$ cat config.mk
export PLATFORM = sky130hd
export DESIGN_NAME = cglp_ctrl
export DESIGN_NICKNAME = d
export VERILOG_FILES = /design/src/sv/cglp_pkg.sv /design/src/sv/cglp_ctrl.sv
export SDC_FILE = /design/constraint.sdc
export NUM_CORES = 1
export LEC_CHECK = 0
export BUFFER_PORTS_ARGS = -buffer_cell sky130_fd_sc_hd__buf_2
export CORE_ASPECT_RATIO = 0.75
export CORE_MARGIN = 2
export CORE_UTILIZATION = 51
export DETAILED_ROUTE_END_ITERATION = 10
export PLACE_DENSITY = 0.79
export RECOVER_POWER = 50
export SLEW_MARGIN = 10
export SYNTH_ARGS = -nofsm -noshare
export SYNTH_HDL_FRONTEND = slang
export SYNTH_SLANG_ARGS = --single-unit
$ cat constraint.sdc
create_clock -name i_clk -period 2.54 [get_ports i_clk]
set_input_delay 0 -clock i_clk [delete_from_list [all_inputs] [get_ports i_clk]]
set_output_delay 0 -clock i_clk [all_outputs]
set_load 0.03 [all_outputs]
$ cat src/sv/cglp_pkg.sv
// ----------------------------------------------------------------------------
// cglp_pkg
// types and constants of the complex gaussian sample generator
// ----------------------------------------------------------------------------
`default_nettype none

package cglp_pkg;

    localparam logic [30:0] LCG_MUL    = 31'd16807;
    localparam logic [30:0] LCG_MOD    = 31'h7FFF_FFFF;
    localparam logic [30:0] XOR_MASK   = 31'd123459876;
    localparam logic [63:0] LN2_Q64    = 64'hB172_17F7_D1CF_79AB;
    localparam logic [63:0] ACCEPT_MAX = 64'h4000_0000_0000_0000;
    localparam logic [5:0]  LOG_LAST   = 6'd39;
    localparam logic [5:0]  SQRT_LAST  = 6'd35;
    localparam logic [5:0]  DIV_LAST   = 6'd32;
    localparam logic [2:0]  MUL_LAST   = 3'd4;

    typedef enum logic [2:0] {
        MUL_SQ1,
        MUL_SQ2,
        MUL_LOG,
        MUL_LN,
        MUL_COMP
    } t_mul_sel;

    typedef enum logic {
        SQRT_LN,
        SQRT_DEN
    } t_sqrt_sel;

    typedef enum logic [4:0] {
        S_IDLE,
        S_CHK,
        S_LCG1,
        S_LCG2,
        S_SQ1_GO,
        S_SQ1_WAIT,
        S_SQ1_CAP,
        S_SQ2_WAIT,
        S_SQ2_CAP,
        S_TEST,
        S_NORM,
        S_MCAP,
        S_LOG_GO,
        S_LOG_WAIT,
        S_LOG_UPD,
        S_LN_GO,
        S_LN_WAIT,
        S_SQR_GO,
        S_SQR_WAIT,
        S_SQD_GO,
        S_SQD_WAIT,
        S_DIV_GO,
        S_DIV_WAIT,
        S_CM_GO,
        S_CM_WAIT,
        S_RES,
        S_DONE
    } t_state;

    typedef struct packed {
        logic      load;
        logic      set_stuck;
        logic      lcg1;
        logic      lcg2;
        logic      mul_go;
        t_mul_sel  mul_sel;
        logic      cap_sq1;
        logic      cap_sq2;
        logic      commit;
        logic      norm_start;
        logic      norm_step;
        logic      cap_m;
        logic      log_upd;
        logic      sqrt_go;
        t_sqrt_sel sqrt_sel;
        logic      cap_r;
        logic      div_go;
        logic      comp;
        logic      res_cap;
        logic      out_load;
    } t_cmd;

    typedef struct packed {
        logic stuck;
        logic test_ok;
        logic norm_done;
        logic mul_done;
        logic sqrt_done;
        logic div_done;
    } t_status;

endpackage

`default_nettype wire

$ cat src/sv/cglp_ctrl.sv
// ----------------------------------------------------------------------------
// cglp_ctrl
// sequencer: rejection loop, log iterations, root, divide and scale steps
// ----------------------------------------------------------------------------
`default_nettype none

module cglp_ctrl (
    input  wire logic              i_clk,
    input  wire logic              i_rst_n,
    input  wire logic              i_in_valid,
    output logic                   o_in_ready,
    input  wire logic              i_out_free,
    input  wire cglp_pkg::t_status i_status,
    output cglp_pkg::t_cmd         o_cmd
);

    cglp_pkg::t_state r_fsm, n_fsm;
    logic [5:0]       r_cnt, n_cnt;
    logic             r_comp, n_comp;

    always_ff @(posedge i_clk) begin
        if (!i_rst_n) begin
            r_fsm  <= cglp_pkg::S_IDLE;
            r_cnt  <= '0;
            r_comp <= 1'b0;
        end else begin
            r_fsm  <= n_fsm;
            r_cnt  <= n_cnt;
            r_comp <= n_comp;
        end
    end

    // next state
    always_comb begin
        n_fsm  = r_fsm;
        n_cnt  = r_cnt;
        n_comp = r_comp;
        unique case (r_fsm)
            cglp_pkg::S_IDLE: begin
                n_comp = 1'b0;
                if (i_in_valid) n_fsm = cglp_pkg::S_CHK;
            end
            cglp_pkg::S_CHK: begin
                n_fsm = i_status.stuck ? cglp_pkg::S_DONE : cglp_pkg::S_LCG1;
            end
            cglp_pkg::S_LCG1:     n_fsm = cglp_pkg::S_LCG2;
            cglp_pkg::S_LCG2:     n_fsm = cglp_pkg::S_SQ1_GO;
            cglp_pkg::S_SQ1_GO:   n_fsm = cglp_pkg::S_SQ1_WAIT;
            cglp_pkg::S_SQ1_WAIT: if (i_status.mul_done) n_fsm = cglp_pkg::S_SQ1_CAP;
            cglp_pkg::S_SQ1_CAP:  n_fsm = cglp_pkg::S_SQ2_WAIT;
            cglp_pkg::S_SQ2_WAIT: if (i_status.mul_done) n_fsm = cglp_pkg::S_SQ2_CAP;
            cglp_pkg::S_SQ2_CAP:  n_fsm = cglp_pkg::S_TEST;
            cglp_pkg::S_TEST: begin
                n_fsm = i_status.test_ok ? cglp_pkg::S_NORM : cglp_pkg::S_LCG1;
            end
            cglp_pkg::S_NORM:     if (i_status.norm_done) n_fsm = cglp_pkg::S_MCAP;
            cglp_pkg::S_MCAP: begin
                n_cnt = '0;
                n_fsm = cglp_pkg::S_LOG_WAIT;
            end
            cglp_pkg::S_LOG_GO:   n_fsm = cglp_pkg::S_LOG_WAIT;
            cglp_pkg::S_LOG_WAIT: if (i_status.mul_done) n_fsm = cglp_pkg::S_LOG_UPD;
            cglp_pkg::S_LOG_UPD: begin
                n_cnt = r_cnt + 6'd1;
                n_fsm = (r_cnt == cglp_pkg::LOG_LAST) ? cglp_pkg::S_LN_GO
                                                      : cglp_pkg::S_LOG_GO;
            end
            cglp_pkg::S_LN_GO:    n_fsm = cglp_pkg::S_LN_WAIT;
            cglp_pkg::S_LN_WAIT:  if (i_status.mul_done) n_fsm = cglp_pkg::S_SQR_GO;
            cglp_pkg::S_SQR_GO:   n_fsm = cglp_pkg::S_SQR_WAIT;
            cglp_pkg::S_SQR_WAIT: if (i_status.sqrt_done) n_fsm = cglp_pkg::S_SQD_GO;
            cglp_pkg::S_SQD_GO:   n_fsm = cglp_pkg::S_SQD_WAIT;
            cglp_pkg::S_SQD_WAIT: if (i_status.sqrt_done) n_fsm = cglp_pkg::S_DIV_GO;
            cglp_pkg::S_DIV_GO:   n_fsm = cglp_pkg::S_DIV_WAIT;
            cglp_pkg::S_DIV_WAIT: if (i_status.div_done) n_fsm = cglp_pkg::S_CM_GO;
            cglp_pkg::S_CM_GO:    n_fsm = cglp_pkg::S_CM_WAIT;
            cglp_pkg::S_CM_WAIT:  if (i_status.mul_done) n_fsm = cglp_pkg::S_RES;
            cglp_pkg::S_RES: begin
                n_comp = 1'b1;
                n_fsm  = r_comp ? cglp_pkg::S_DONE : cglp_pkg::S_DIV_GO;
            end
            cglp_pkg::S_DONE:     if (i_out_free) n_fsm = cglp_pkg::S_IDLE;
            default:              n_fsm = cglp_pkg::S_IDLE;
        endcase
    end

    // commands
    always_comb begin
        o_cmd      = '0;
        o_in_ready = 1'b0;
        o_cmd.comp = r_comp;
        unique case (r_fsm)
            cglp_pkg::S_IDLE: begin
                o_in_ready = 1'b1;
                o_cmd.load = i_in_valid;
            end
            cglp_pkg::S_CHK:      o_cmd.set_stuck = i_status.stuck;
            cglp_pkg::S_LCG1:     o_cmd.lcg1 = 1'b1;
            cglp_pkg::S_LCG2:     o_cmd.lcg2 = 1'b1;
            cglp_pkg::S_SQ1_GO: begin
                o_cmd.mul_go  = 1'b1;
                o_cmd.mul_sel = cglp_pkg::MUL_SQ1;
            end
            cglp_pkg::S_SQ1_CAP: begin
                o_cmd.cap_sq1 = 1'b1;
                o_cmd.mul_go  = 1'b1;
                o_cmd.mul_sel = cglp_pkg::MUL_SQ2;
            end
            cglp_pkg::S_SQ2_CAP:  o_cmd.cap_sq2 = 1'b1;
            cglp_pkg::S_TEST: begin
                o_cmd.commit     = i_status.test_ok;
                o_cmd.norm_start = i_status.test_ok;
            end
            cglp_pkg::S_NORM:     o_cmd.norm_step = 1'b1;
            cglp_pkg::S_MCAP: begin
                o_cmd.cap_m   = 1'b1;
                o_cmd.mul_go  = 1'b1;
                o_cmd.mul_sel = cglp_pkg::MUL_LOG;
            end
            cglp_pkg::S_LOG_GO: begin
                o_cmd.mul_go  = 1'b1;
                o_cmd.mul_sel = cglp_pkg::MUL_LOG;
            end
            cglp_pkg::S_LOG_UPD:  o_cmd.log_upd = 1'b1;
            cglp_pkg::S_LN_GO: begin
                o_cmd.mul_go  = 1'b1;
                o_cmd.mul_sel = cglp_pkg::MUL_LN;
            end
            cglp_pkg::S_SQR_GO: begin
                o_cmd.sqrt_go  = 1'b1;
                o_cmd.sqrt_sel = cglp_pkg::SQRT_LN;
            end
            cglp_pkg::S_SQD_GO: begin
                o_cmd.cap_r    = 1'b1;
                o_cmd.sqrt_go  = 1'b1;
                o_cmd.sqrt_sel = cglp_pkg::SQRT_DEN;
            end
            cglp_pkg::S_DIV_GO:   o_cmd.div_go = 1'b1;
            cglp_pkg::S_CM_GO: begin
                o_cmd.mul_go  = 1'b1;
                o_cmd.mul_sel = cglp_pkg::MUL_COMP;
            end
            cglp_pkg::S_RES:      o_cmd.res_cap = 1'b1;
            cglp_pkg::S_DONE:     o_cmd.out_load = i_out_free;
            default: begin
            end
        endcase
    end

endmodule

`default_nettype wire

==> results.md, run 1 <==
Flow run:
- The tool flagged a number of max-cap violations equal to 0.

Route:
- In the final routed layout, each cell accounts on average for about 16 um.
- The detail route stage leaves a number of antenna-violating nets equal to 0.
- The highest metal layer used by the detailed router is met4.
- In the routed layout, each cell is associated on average with a via count of 6.41.
- The length of routed wiring on met1 is 1.42 mm.
- After the first detailed-routing iteration, the DRC count stood at 113.
- After detailed routing, the number of remaining DRC violations is 0.
- The amount of wire on met2 after detailed routing is 1.40 mm.
- For this block, the routed nets add up to 3.19 mm of wire.
- The detailed-route via count is between 1000 and 1500.
- The count of TritonRoute iterations in the first routing pass is 4.
- Detailed routing placed a total of about 360 um of wire on met3.

Power and ir drop:
- Registers are responsible for 27.4% of the overall power.
- The share of power burned in combinational logic is about three fifths.
- The net load switching power is roughly 0.64 mW.
- The static power due to leakage is between 0.4 and 0.5 nW.
- The clock power share is 12.8%.
- The total power per unit cell area is 966 nW/um^2.
- In this run switching power makes up 51.7% of total power.
- The internal power contribution is roughly 0.59 mW.
- IR analysis of the VDD net gives a maximum drop of 0.686 mV.

Floorplan:
- The height of the die is about 45 um.
- The die covers 2590 um^2.
- The floorplan die width is 58.0 um.
- After floorplanning, the core was divided into 14 placement rows.
- For this configuration, the core starts out at a cell density of 55.0%.
- 33 I/O pins were placed.
- The area of the core is a little over 2000 um^2.

Cells and area:
- The number of antenna cells inserted is 0.
- The total of fill cells in the finished design is 191.
- The number of nets in the layout is 192.
- The core occupancy in the finished layout is between 60% and 70%.
- The area added between synthesis and finish is 14.1%.
- Cells with a size suffix above 1 make up 17.2% of the layout.

CTS:
- TritonCTS built the clock tree.
- Buffers inserted to repair hold after CTS numbered 1.
- The number of sinks driven by the clock tree is 12.
- The tree is rooted in a sky130_fd_sc_hd__clkbuf_4.
- In this run, CTS created clock tree buffers numbering 3.
- After clock tree synthesis, the setup repair step added 0 buffers.
- After clock tree synthesis, the clock-pin slew on the worst setup and hold paths is 0.08 ns.
- The insertion delay to the later sink of the worst-skew pair is 0.27 ns.
- CTS built an H-tree with a depth of 1.
- After clock tree synthesis, the repair step resized 0 gates.
- The buffer depth of the longest clock path is 2.

Timing:
- The remaining max-slew budget at the tightest pin is approximately 53%.
- The number of pins exceeding their max-slew limit in the final report is 0.
- The clock period could shrink to between 2 and 2.5 ns.
- Setup violations remaining at the end of the flow were counted as 0.
- The final worst-path cycle share is 87.0%.
- The number of hold-slack violations in the final timing report came to 0.
- The timing-limited maximum frequency is 452 MHz.
- The slew at the pin with the worst max-slew slack is ~0.7 ns.
- The post-route clock skew is approximately 0.00079 ns.
- The total negative setup slack is 0 ns.
- Setup repair after global routing left no endpoint under its margin.

Logic synthesis:
- The top cell type by total area after synthesis is sky130_fd_sc_hd__dfxtp_1.
- The fraction of registers with async set or reset after synthesis is 0%.
- Counting instances in the post-synthesis netlist gives the leading cell types as sky130_fd_sc_hd__nor2_1, sky130_fd_sc_hd__nand2_1, sky130_fd_sc_hd__dfxtp_1.
- The most common cell in the synthesized netlist is sky130_fd_sc_hd__nor2_1.
- In this run the biggest area consumer among cell types represents about 22% of the synthesized area.
- Ranked by total cell area, the synthesized netlist is headed by sky130_fd_sc_hd__dfxtp_1, sky130_fd_sc_hd__nor2_1, sky130_fd_sc_hd__nand2_1.
- The number of synthesized register bits is 12.
- The combined area of all synthesized cells is 1120 um^2.
- A synthesized cell averages 7.12 um^2.
- The synthesized instance count is 157.
- Counting flops with a built-in enable in the synthesized netlist gives 0.
- Sequential cells were found to cover about 22% of the synthesized design area.
- The number of nets in the synthesized netlist is 168.
- The synthesis warning total is 0.
- The number of library cell types mapped by synthesis is 47.
- For this run, the leading register cell type out of synthesis is sky130_fd_sc_hd__dfxtp_1.

GRT:
- The initial antenna violation count is 0.
- The total routing usage reported by global routing is 25.7%.
- After global routing the overflow that remains totals 0.
- Entering global routing, the biggest net connects 24 pins.
- The via count of the first global-routing pass is about 1100.
- The wire length of the first global-routing pass is a little over 5 mm.

Placement:
- Port buffering added 32 buffers.
- The placer congestion estimate is 1.05.
- After legalization and detailed placement, the total HPWL measured 2.28 mm.

Critical path:
- The top fanout value on the critical path is 23.
- The worst setup path is of the reg -> out kind.
- The data required time at the worst endpoint is 2.54 ns.
- The startpoint type of the worst setup path is a flop.
- The register-to-register path setup slack is approximately 0.45 ns.
- The worst setup path is captured at an output port.
- The arrival time reported for the critical path endpoint is approximately 2.2 ns.

Outcome:
- The run finished with clean final reports.

Hold path:
- The classification of the worst-slack hold path is in -> reg.
[metrics by stage]
| stage | area [um^2] | cells | power, mW | worst slack (ns) | hold WS (ns) |
|---|---|---|---|---|---|
| 3_3_place_gp | 1250 | 199 | 1.05 | 0.591 | 0.277 |
| 4_1_cts | 1300 | 204 | 1.23 | 0.334 | 0.294 |
| 3_5_place_dp | 1250 | 199 | 1.06 | 0.516 | 0.281 |
| 2_1_floorplan | 1120 | 157 | 0.893 | 0.277 | 0.118 |
| 5_1_grt | 1270 | 204 | 1.30 | 0.155 | 0.334 |
| 6_report | 1270 | 204 | 1.23 | 0.329 | 0.289 |
[kinds of logic (layout without fill, tap and decap cells)]
| kind of cell | Yosys count | after routing | share of synthesized area (%) |
|---|---|---|---|
| buffers and inverters | 23 | 46 | 9.41 |
| AO/OA/AOI/OAI | 40 | 40 | 24.6 |
| AND/OR/NAND/NOR | 77 | 77 | 39.9 |
| multiplexers | 2 | 2 | 1.90 |
| adder cells (fa/ha/maj) | 1 | 1 | 1.12 |
| XOR/XNOR | 2 | 2 | 1.57 |
| flip-flops | 12 | 12 | 21.5 |
[final cells by class]
type,instances,area (um^2),area share [%]
Clock buffer,4,36.3,2.85
Inverter,5,18.8,1.47
Multi-Input combinational cell,122,772,60.5
Timing Repair Buffer,37,178,13.9
Tap cell,24,30.0,2.36
Sequential cell,12,240,18.8
[power groups by stage]
stage | Clock [mW] | Sequential, mW | Combinational, mW
global route | 0.165 | 0.352 | 0.786
global placement | 0 | 0.335 | 0.714
detailed placement | 0 | 0.337 | 0.725
CTS | 0.157 | 0.334 | 0.734
floorplan | 0 | 0.244 | 0.649
finish | 0.157 | 0.337 | 0.737
[state kept, by name, indices dropped and copies added, names as in the netlist]
signal / count
r_comp: 1
r_fsm: 5
r_cnt: 6
[final timing paths]
check / from / to / depth (start not counted)
max: r_fsm[0]$_SDFFE_PN0P_ / o_cmd[10] / 4
min reg2reg: r_cnt[3]$_SDFFE_PN0P_ / r_cnt[3]$_SDFFE_PN0P_ / 1
min: i_status[2] / r_fsm[4]$_SDFFE_PN0P_ / 5
max reg2reg: r_fsm[3]$_SDFFE_PN0P_ / r_fsm[1]$_SDFFE_PN0P_ / 4
[worst max-delay path, cell delays in order (launching register included)]
cell,delay [ns]
sky130_fd_sc_hd__dfxtp_1,0.76
sky130_fd_sc_hd__buf_4,0.27
sky130_fd_sc_hd__nand3b_1,0.22
sky130_fd_sc_hd__nor4b_1,0.41
sky130_fd_sc_hd__buf_2,0.26
[cells in the final DEF, fill, tap and decap left out, drive strengths merged, types with 6 or more instances in the layout]
cell and instances:
buf 20, clkbuf 20, nor2 17, nand2 14, dfxtp 12, o21ai 10
nor2b 6
[routing by layer]
metal	up-vias	GRT usage [%]
li1	628	-
met1	602	38.0
met2	76	39.3
met3	2	5.85
met4	0	2.79
met5	-	0
No activity file was read; power rests on OpenSTA's default activity.
==> run 2, diff against run 1 <==
- BUFFER_PORTS_ARGS: -buffer_cell sky130_fd_sc_hd__buf_2 -> -buffer_cell sky130_fd_sc_hd__clkbuf_2
- CAP_MARGIN: unset -> 20
- CELL_PAD_IN_SITES_DETAIL_PLACEMENT: unset -> 1
- CELL_PAD_IN_SITES_GLOBAL_PLACEMENT: unset -> 1
- CORE_UTILIZATION: 51 -> 36
- PLACE_DENSITY: 0.79 -> unset
- PLACE_DENSITY_LB_ADDON: unset -> 0.1
==> results.md, run 2 (synthesis gave the netlist of run 1 again) <==
Outcome:
- Run status: finished, final reports clean (unchanged).

Critical path:
- The cell at the slowest stage of the critical path is sky130_fd_sc_hd__clkbuf_1 (was sky130_fd_sc_hd__dfxtp_1).
- The data required time at the worst endpoint is 2.54 ns (about the same).
- The arrival time reported for the critical path endpoint is 2.27 ns (was 2.21 ns).
- Critical path cell sequence: clkbuf_1, nand2b_1, nor3b_1, clkbuf_1 (was buf_4, nand3b_1, nor4b_1, buf_2).
- The start point of the critical path is r_fsm[1]$_SDFFE_PN0P_ (was r_fsm[0]$_SDFFE_PN0P_).
- The reg-to-reg critical path endpoint is r_fsm[2]$_SDFFE_PN0P_ (was r_fsm[1]$_SDFFE_PN0P_).
- The kind of capture point of the worst setup path was an output port (unchanged).
- The logic depth of the worst path, buffers included is 4 (unchanged).
- The gate family responsible for the most delay along the worst path is buffers and inverters (was flip-flops).
- The number of cell instances on the worst register-to-register path is 4 (unchanged).
- The worst setup path endpoint is o_cmd[14] (was o_cmd[10]).
- The register-to-register path setup slack came to 0.37 ns (was 0.45 ns).
- The startpoint type of the worst setup path is a flop (unchanged).
- The reg-to-reg startpoint was r_fsm[3]$_SDFFE_PN0P_ (unchanged).
- The critical setup path kind is reg -> out (unchanged).
- The number of buffers and inverters on the critical path is 2 (unchanged).
- The delay of the slowest critical-path stage is 0.56 ns (was 0.76 ns).
- The top fanout value on the critical path is 16 (was 23).
- The cell occurring most often along the worst timing path is sky130_fd_sc_hd__clkbuf_1.

Power and ir drop:
- The maximum VDD drop was 0.359 mV (was 0.686 mV).
- The static power due to leakage is 0.459 nW (was 0.456 nW).
- The total power draw came to 1.31 mW (was 1.23 mW).
- The total power per unit cell area is 1000 nW/um^2 (was 966 nW/um^2).

Route:
- The detailed-route via count was 1292 (was 1308).
- The mean routed wirelength per cell came to 17.7 um (was 15.6 um).
- The count of routing violations after the opening detailed-route iteration is 100 (was 113).
- The count of TritonRoute iterations in the first routing pass is 4 (unchanged).
- The post-detailed-route DRC marker count came to 0 (unchanged).
- The wire length after detailed routing is 3.86 mm (was 3.19 mm).
- The remaining number of nets flagged by the antenna check after routing is 0 (unchanged).
- The average vias per placed instance came to 5.93 (was 6.41).

Placement:
- The number of buffer cells added on primary ports is 32 (unchanged).
- The half-perimeter wire length after placement is 2.88 mm (was 2.28 mm).
- The count of placed standard cells including taps is 214 (was 199).
- The placer congestion estimate came to 0.834 (was 1.05).

Timing:
- The remaining max-slew budget at the tightest pin came to 50.2% (was 53.3%).
- The number of hold-slack violations in the final timing report is 0 (unchanged).
- The timing-limited maximum frequency is 441 MHz (was 452 MHz).
- The post-route clock skew came to 0.00217 ns (was 0.000787 ns).
- The count of final setup violators came to 0 (unchanged).
- The number of pins exceeding their max-slew limit in the final report is 0 (unchanged).
- The final worst-path cycle share was 89.2% (was 87.0%).
- The total negative setup slack was 0 ns (unchanged).
- The slew at the pin with the worst max-slew slack is 0.745 ns (was 0.700 ns).
- The time the final worst path needs with I/O delays and setup is 2.27 ns (was 2.21 ns).
- Setup repair after global routing missed its margin: false (unchanged).

Cells and area:
- The share of layout cells above drive strength 1 is 17.8% (was 17.2%).
- The number of flip-flops in the largest register is 6 (unchanged).
- The non-filler instance count after layout is 218 (was 204).
- The register bank with the most flops was r_cnt (unchanged).
- Highest-count cells in the layout ignoring fill and taps: sky130_fd_sc_hd__clkbuf_2, sky130_fd_sc_hd__nor2_1, sky130_fd_sc_hd__clkbuf_1, sky130_fd_sc_hd__nand2_1, sky130_fd_sc_hd__dfxtp_1 (was sky130_fd_sc_hd__nor2_1, sky130_fd_sc_hd__buf_2, sky130_fd_sc_hd__clkbuf_1, sky130_fd_sc_hd__nand2_1, sky130_fd_sc_hd__dfxtp_1).
- The area taken by multi-input logic gates came to 772 um^2 (unchanged).
- Largest registers: r_cnt (6), r_fsm (5), r_comp (1) (unchanged).
- The number of antenna cells inserted is 0 (unchanged).
- The area added between synthesis and finish is 16.9% (was 14.1%).
- The library cell used most frequently in the layout, excluding fill and tap cells, is sky130_fd_sc_hd__clkbuf_2.
- The sequential standard cell area is 240 um^2 (unchanged).
- The number of nets in the layout is 192 (unchanged).
- The total of fill cells in the finished design came to 401 (was 191).

Floorplan:
- The total number of placement rows came to 17 (was 14).
- The die area is 3570 um^2 (was 2590 um^2).
- The height of the die is 52.2 um (was 44.5 um).
- The area of the core is 2960 um^2 (was 2030 um^2).
- The number of top-level pins came to 33 (unchanged).
- The floorplan die width is 68.3 um (was 58.0 um).
- The initial core utilization is 37.8% (was 55.0%).

CTS:
- The CTS root buffer is sky130_fd_sc_hd__clkbuf_8 (was sky130_fd_sc_hd__clkbuf_4).
- The TritonCTS clock tree is yes (unchanged).
- The post-CTS setup buffer count is 0 (unchanged).
- The number of buffers created by CTS was 3 (unchanged).
- The number of sinks driven by the clock tree is 12 (unchanged).
- The number of buffers inserted for hold repair after clock tree synthesis was 0 (was 1).
- The insertion delay to the later sink of the worst-skew pair is 0.24 ns (was 0.27 ns).
- The H-tree depth was 1 (unchanged).
- The number of gates given a new drive strength after cts is 0 (unchanged).
- The CTS clock-pin slew for the worst setup and hold paths was 0.06 ns (was 0.08 ns).
- The buffer depth of the longest clock path is 2 (unchanged).

GRT:
- The via count of the first global-routing pass was 1264 (was 1062).
- The initial antenna violation count was 0 (unchanged).
- The total routing usage reported by global routing is 23.4% (was 25.7%).
- The pin count of the biggest net entering global routing is 24 (unchanged).
- The wire length of the first global-routing pass is 6.29 mm (was 5.07 mm).
- The total global routing overflow is 0 (unchanged).

Hold path:
- The classification of the worst-slack hold path is in -> reg (unchanged).

Flow run:
- The reported max-cap violation count came to 0 (unchanged).
run 2: cell types whose count changed in the layout (fill, tap and decap cells not counted), sizes merged:
cell / before / now
buf: 20 / 3
clkbuf: 20 / 38
dlygate4sd3: 1 / 0
run 2: worst min-delay path by stage:
stage	cells after the start	to	from	slack (ns)
floorplan	1	r_comp$_SDFFE_PN0P_	i_rst_n	0.12
global placement	2	r_comp$_SDFFE_PN0P_	i_rst_n	0.29
detailed placement	2	r_cnt[0]$_SDFFE_PN0P_	i_rst_n	0.31
CTS	2	r_cnt[0]$_SDFFE_PN0P_	i_rst_n	0.05
global route	2	r_cnt[0]$_SDFFE_PN0P_	i_rst_n	0.06
finish	2	r_cnt[0]$_SDFFE_PN0P_	i_rst_n	0.05
run 2: power by group:
part	switching [mW]	internal (mW)	total (mW)
clock network	0.0760	0.137	0.213
registers	0.123	0.221	0.343
logic	0.472	0.281	0.754
run 2: stage by stage:
| step | setup slack [ns] | hold slack, ns | instance area [um^2] | utilization (%) |
|---|---|---|---|---|
| 3_5_place_dp | 0.453 | 0.306 | 1280 | 43.2 |
| 6_report | 0.274 | 0.0476 | 1310 | 44.2 |
| 5_1_grt | 0.126 | 0.0642 | 1310 | 44.2 |
| 2_1_floorplan | 0.277 | 0.118 | 1120 | - |
| 3_3_place_gp | 0.548 | 0.289 | 1280 | 43.2 |
| 4_1_cts | 0.361 | 0.0491 | 1330 | 45.0 |
run 2: metal layers:
layer / global-route usage (%) / part of all wire [%]
met1: 32.8 / 48
met2: 37.5 / 46
met3: 4.73 / 5.1
met4: 4.00 / 0.54
met5: 0 / 0
run 2: area by class of cell:
type / count / share of cell area [%]
Clock buffer: 4 / 4.21
Multi-Input combinational cell: 122 / 59.1
Tap cell: 38 / 3.64
Timing Repair Buffer: 37 / 13.2
Inverter: 5 / 1.44
Sequential cell: 12 / 18.4
==> run 3, diff against run 2 <==
- ABC_AREA: unset -> 1
- CORE_UTILIZATION: 36 -> 33
==> results.md, run 3 <==
Outcome:
- Run status: finished, final reports clean (unchanged).

Timing:
- The total negative setup slack came to 0 ns (unchanged).
- The timing-limited maximum frequency is 484 MHz (was 441 MHz).
- The time the final worst path needs with I/O delays and setup came to 2.07 ns (was 2.27 ns).
- The number of hold-slack violations in the final timing report is 0 (unchanged).
- The slew at the pin with the worst max-slew slack is 0.565 ns (was 0.745 ns).
- The count of final setup violators is 0 (unchanged).
- Setup repair after global routing missed its margin: false (unchanged).
- The remaining max-slew budget at the tightest pin came to 62.2% (was 50.2%).
- The post-route clock skew was 0.00316 ns (was 0.00217 ns).
- The final worst-path cycle share is 81.4% (was 89.2%).
- The number of pins exceeding their max-slew limit in the final report is 0 (unchanged).

Critical path:
- Critical path cell sequence: inv_2, nor2_1, inv_2, nor2_2, inv_1, nand2_1, nor2_1, nand3_1, clkbuf_2 (was clkbuf_1, nand2b_1, nor3b_1, clkbuf_1).
- The cell at the slowest stage of the critical path is sky130_fd_sc_hd__dfxtp_1 (was sky130_fd_sc_hd__clkbuf_1).
- The reg-to-reg critical path endpoint was r_fsm[3]$_SDFFE_PN0P_ (was r_fsm[2]$_SDFFE_PN0P_).
- The critical setup path kind is reg -> out (unchanged).
- The arrival time reported for the critical path endpoint was 2.07 ns (was 2.27 ns).
- The number of cell instances on the worst register-to-register path is 10 (was 4).
- The register-to-register path setup slack was 0.51 ns (was 0.37 ns).
- The delay of the slowest critical-path stage came to 0.48 ns (was 0.56 ns).
- The start point of the critical path is r_fsm[2]$_SDFFE_PN0P_ (was r_fsm[1]$_SDFFE_PN0P_).
- The data required time at the worst endpoint is 2.54 ns (about the same).
- The reg-to-reg startpoint is r_fsm[3]$_SDFFE_PN0P_ (unchanged).
- The top fanout value on the critical path is 7 (was 16).
- The startpoint type of the worst setup path is a flop (unchanged).
- The kind of capture point of the worst setup path is an output port (unchanged).
- The worst setup path endpoint was o_cmd[17] (was o_cmd[14]).

Placement:
- The count of placed standard cells including taps is 262 (was 214).
- The half-perimeter wire length after placement is 3.25 mm (was 2.88 mm).
- The number of buffer cells added on primary ports is 32 (unchanged).
- The placed instance area was 1270 um^2 (was 1280 um^2).
- The placer congestion estimate is 0.889 (was 0.834).

Cells and area:
- The number of flip-flops in the largest register is 6 (unchanged).
- Largest registers: r_cnt (6), r_fsm (5), r_comp (1) (unchanged).
- The share of layout cells above drive strength 1 is 17.8% (unchanged).
- The number of nets in the layout came to 238 (was 192).
- The most common cell after layout, fill and taps aside is sky130_fd_sc_hd__nand2_1 (was sky130_fd_sc_hd__clkbuf_2).
- The number of antenna cells inserted came to 0 (unchanged).
- The area added between synthesis and finish is 16.6% (was 16.9%).
- The non-filler instance count after layout is 265 (was 218).
- Highest-count cells in the layout ignoring fill and taps: sky130_fd_sc_hd__nand2_1, sky130_fd_sc_hd__nor2_1, sky130_fd_sc_hd__inv_1, sky130_fd_sc_hd__clkbuf_2, sky130_fd_sc_hd__nand3_1 (was sky130_fd_sc_hd__clkbuf_2, sky130_fd_sc_hd__nor2_1, sky130_fd_sc_hd__clkbuf_1, sky130_fd_sc_hd__nand2_1, sky130_fd_sc_hd__dfxtp_1).
- The design area is 1280 um^2 (was 1310 um^2).
- The register bank with the most flops is r_cnt (unchanged).

Logic synthesis:
- The most common cell in the synthesized netlist is sky130_fd_sc_hd__nand2_1 (was sky130_fd_sc_hd__nor2_1).
- The share of synthesized area spent on multiplexers is 0% (was 1.90%).
- Cells taking the most area after synthesis: sky130_fd_sc_hd__dfxtp_1, sky130_fd_sc_hd__nand2_1, sky130_fd_sc_hd__nor2_1 (was sky130_fd_sc_hd__dfxtp_1, sky130_fd_sc_hd__nor2_1, sky130_fd_sc_hd__nand2_1).
- The number of library cell types mapped by synthesis is 24 (was 47).
- The share of the synthesized netlist area taken by xor and xnor gates came to 0% (was 1.57%).
- The area fraction in and, or, nand and nor cells after synthesis is 51.5% (was 39.9%).
- The area share of the largest cell type after synthesis is 21.9% (was 21.5%).
- The combinational family with the most area after synthesis was simple AND/OR/NAND/NOR gates (unchanged).
- Top cells by instance count after synthesis: sky130_fd_sc_hd__nand2_1, sky130_fd_sc_hd__nor2_1, sky130_fd_sc_hd__inv_1 (was sky130_fd_sc_hd__nor2_1, sky130_fd_sc_hd__nand2_1, sky130_fd_sc_hd__dfxtp_1).
- The dominant register cell in the synthesized netlist is sky130_fd_sc_hd__dfxtp_1 (unchanged).
- The top cell type by total area after synthesis is sky130_fd_sc_hd__dfxtp_1 (unchanged).
- The average cell area after synthesis was 5.59 um^2 (was 7.12 um^2).
- The count of flip-flops with a built-in enable after synthesis is 0 (unchanged).
- The post-synthesis share of cell area spent on full adders, half adders and majority gates is 1.14% (was 1.12%).
- The combined area of all synthesized cells was 1100 um^2 (was 1120 um^2).
- The synthesized instance count was 196 (was 157).
- The number of nets in the synthesized netlist is 207 (was 168).
- The number of synthesized register bits is 12 (unchanged).
- The synthesis warning total is 0 (unchanged).
- The fraction of registers with async set or reset after synthesis is 0% (unchanged).
- The compound-cell area share of the yosys netlist is 10.8% (was 24.6%).
- The share of the yosys chip area belonging to registers came to 21.9% (was 21.5%).

GRT:
- The via count of the first global-routing pass came to 1273 (was 1264).
- The initial antenna violation count is 0 (unchanged).
- The pin count of the biggest net entering global routing is 17 (was 24).
- The total global routing overflow is 0 (unchanged).
- The total routing usage reported by global routing was 22.1% (was 23.4%).
- The wire length of the first global-routing pass is 6.35 mm (was 6.29 mm).

Power and ir drop:
- The total power per unit cell area is 889 nW/um^2 (was 1000 nW/um^2).
- The share of power burned in combinational logic is 59.6% (was 57.5%).
- The fraction of power spent switching nets was 56.3% (was 51.2%).
- The total power draw is 1.14 mW (was 1.31 mW).
- The static power due to leakage is 0.700 nW (was 0.459 nW).
- The maximum VDD drop is 0.325 mV (was 0.359 mV).
- The proportion of power drawn by flip-flops and latches was 25.0% (was 26.2%).
- The internal power contribution was 0.496 mW (was 0.639 mW).
- The clock power share is 15.4% (was 16.3%).
- The net load switching power was 0.640 mW (was 0.671 mW).

Route:
- The detailed-route via count came to 1353 (was 1292).
- The average vias per placed instance is 5.11 (was 5.93).
- The wire length after detailed routing came to 3.97 mm (was 3.86 mm).
- The mean routed wirelength per cell is 15.0 um (was 17.7 um).
- The post-detailed-route DRC marker count was 0 (unchanged).
- The remaining number of nets flagged by the antenna check after routing was 0 (unchanged).
- The count of routing violations after the opening detailed-route iteration is 82 (was 100).
- The count of TritonRoute iterations in the first routing pass is 4 (unchanged).

Floorplan:
- The initial core utilization came to 33.8% (was 37.8%).
- The die area came to 3800 um^2 (was 3570 um^2).
- The height of the die came to 53.9 um (was 52.2 um).
- The area of the core is 3240 um^2 (was 2960 um^2).
- The floorplan die width is 70.5 um (was 68.3 um).
- The total number of placement rows is 18 (was 17).
- The number of top-level pins is 33 (unchanged).

Hold path:
- The cell depth of the worst min-delay path is 3 (was 2).
- The classification of the worst-slack hold path is in -> reg (unchanged).

CTS:
- The buffer depth of the longest clock path is 2 (unchanged).
- The post-CTS setup buffer count is 0 (unchanged).
- The number of gates given a new drive strength after cts is 0 (unchanged).
- The H-tree depth came to 1 (unchanged).
- The number of buffers created by CTS is 3 (unchanged).
- The insertion delay to the later sink of the worst-skew pair is 0.24 ns (about the same).
- The number of buffers inserted for hold repair after clock tree synthesis is 0 (unchanged).
- The TritonCTS clock tree is yes (unchanged).
- The CTS clock-pin slew for the worst setup and hold paths is 0.05 ns (was 0.06 ns).
- The CTS root buffer was sky130_fd_sc_hd__clkbuf_8 (unchanged).
- The number of sinks driven by the clock tree came to 12 (unchanged).

Flow run:
- The reported max-cap violation count is 0 (unchanged).
run 3: cell count changes in the layout (fill, tap and decap cells not counted), sizes merged, moves of 7 or more:
cell,change
inv,+27
nand4,+7
nand3,+11
nor2,+28
nand2,+36
run 3: how the worst min path moves through the flow:
| stage | start | endpoint | slack [ns] |
|---|---|---|---|
| floorplan | i_rst_n | r_fsm[1]$_SDFFE_PN0P_ | 0.13 |
| global route | i_rst_n | r_fsm[3]$_SDFFE_PN0P_ | 0.11 |
| detailed placement | i_rst_n | r_fsm[2]$_SDFFE_PN0P_ | 0.34 |
| finish | i_rst_n | r_fsm[3]$_SDFFE_PN0P_ | 0.09 |
| CTS | i_rst_n | r_fsm[3]$_SDFFE_PN0P_ | 0.08 |
| global placement | i_rst_n | r_fsm[1]$_SDFFE_PN0P_ | 0.32 |
run 3: per-stage QoR:
step | hold slack, ns | setup slack (ns) | util [%]
6_report | 0.0907 | 0.473 | 39.4
3_5_place_dp | 0.338 | 0.732 | 39.0
2_1_floorplan | 0.126 | 0.764 | -
5_1_grt | 0.106 | 0.276 | 39.4
3_3_place_gp | 0.320 | 0.822 | 39.0
4_1_cts | 0.0817 | 0.595 | 40.3
run 3: power by group through the flow:
stage	combinational, mW	sequential, mW	clock (mW)
6_report	0.677	0.284	0.175
5_1_grt	0.743	0.292	0.188
4_1_cts	0.686	0.287	0.179
3_5_place_dp	0.682	0.290	0
3_3_place_gp	0.669	0.287	0
2_1_floorplan	0.516	0.255	0
run 3: kinds of logic (layout without fill, tap and decap cells):
logic type,Yosys count,after routing
compound gates,22,22
flops,12,12
simple gates,123,123
fa+ha+maj,1,1
buf+inv,38,67
run 3: routing by layer:
layer  vias up  routed length [um]  track usage [%]
met5         -                   0                0
met1       638                2060             32.4
met4         0                  18             4.72
li1        674                   -                -
met2        39                1610             33.6
met3         2                 282             4.31
run 3: final cells by class:
| cell class | instances | area [um^2] |
|---|---|---|
| Sequential cell | 12 | 240 |
| Clock buffer | 3 | 41.3 |
| Timing Repair Buffer | 32 | 148 |
| Inverter | 32 | 120 |
| Fill cell | 476 | 1970 |
| Multi-Input combinational cell | 146 | 678 |
| Tap cell | 40 | 50.0 |
run 3: worst max-delay path: cells and delay by family, from the launching register on:
kind	cells	cell delay [ns]
and+or+nand+nor	5	0.82
buffers and inverters	4	0.53
DFF	1	0.48
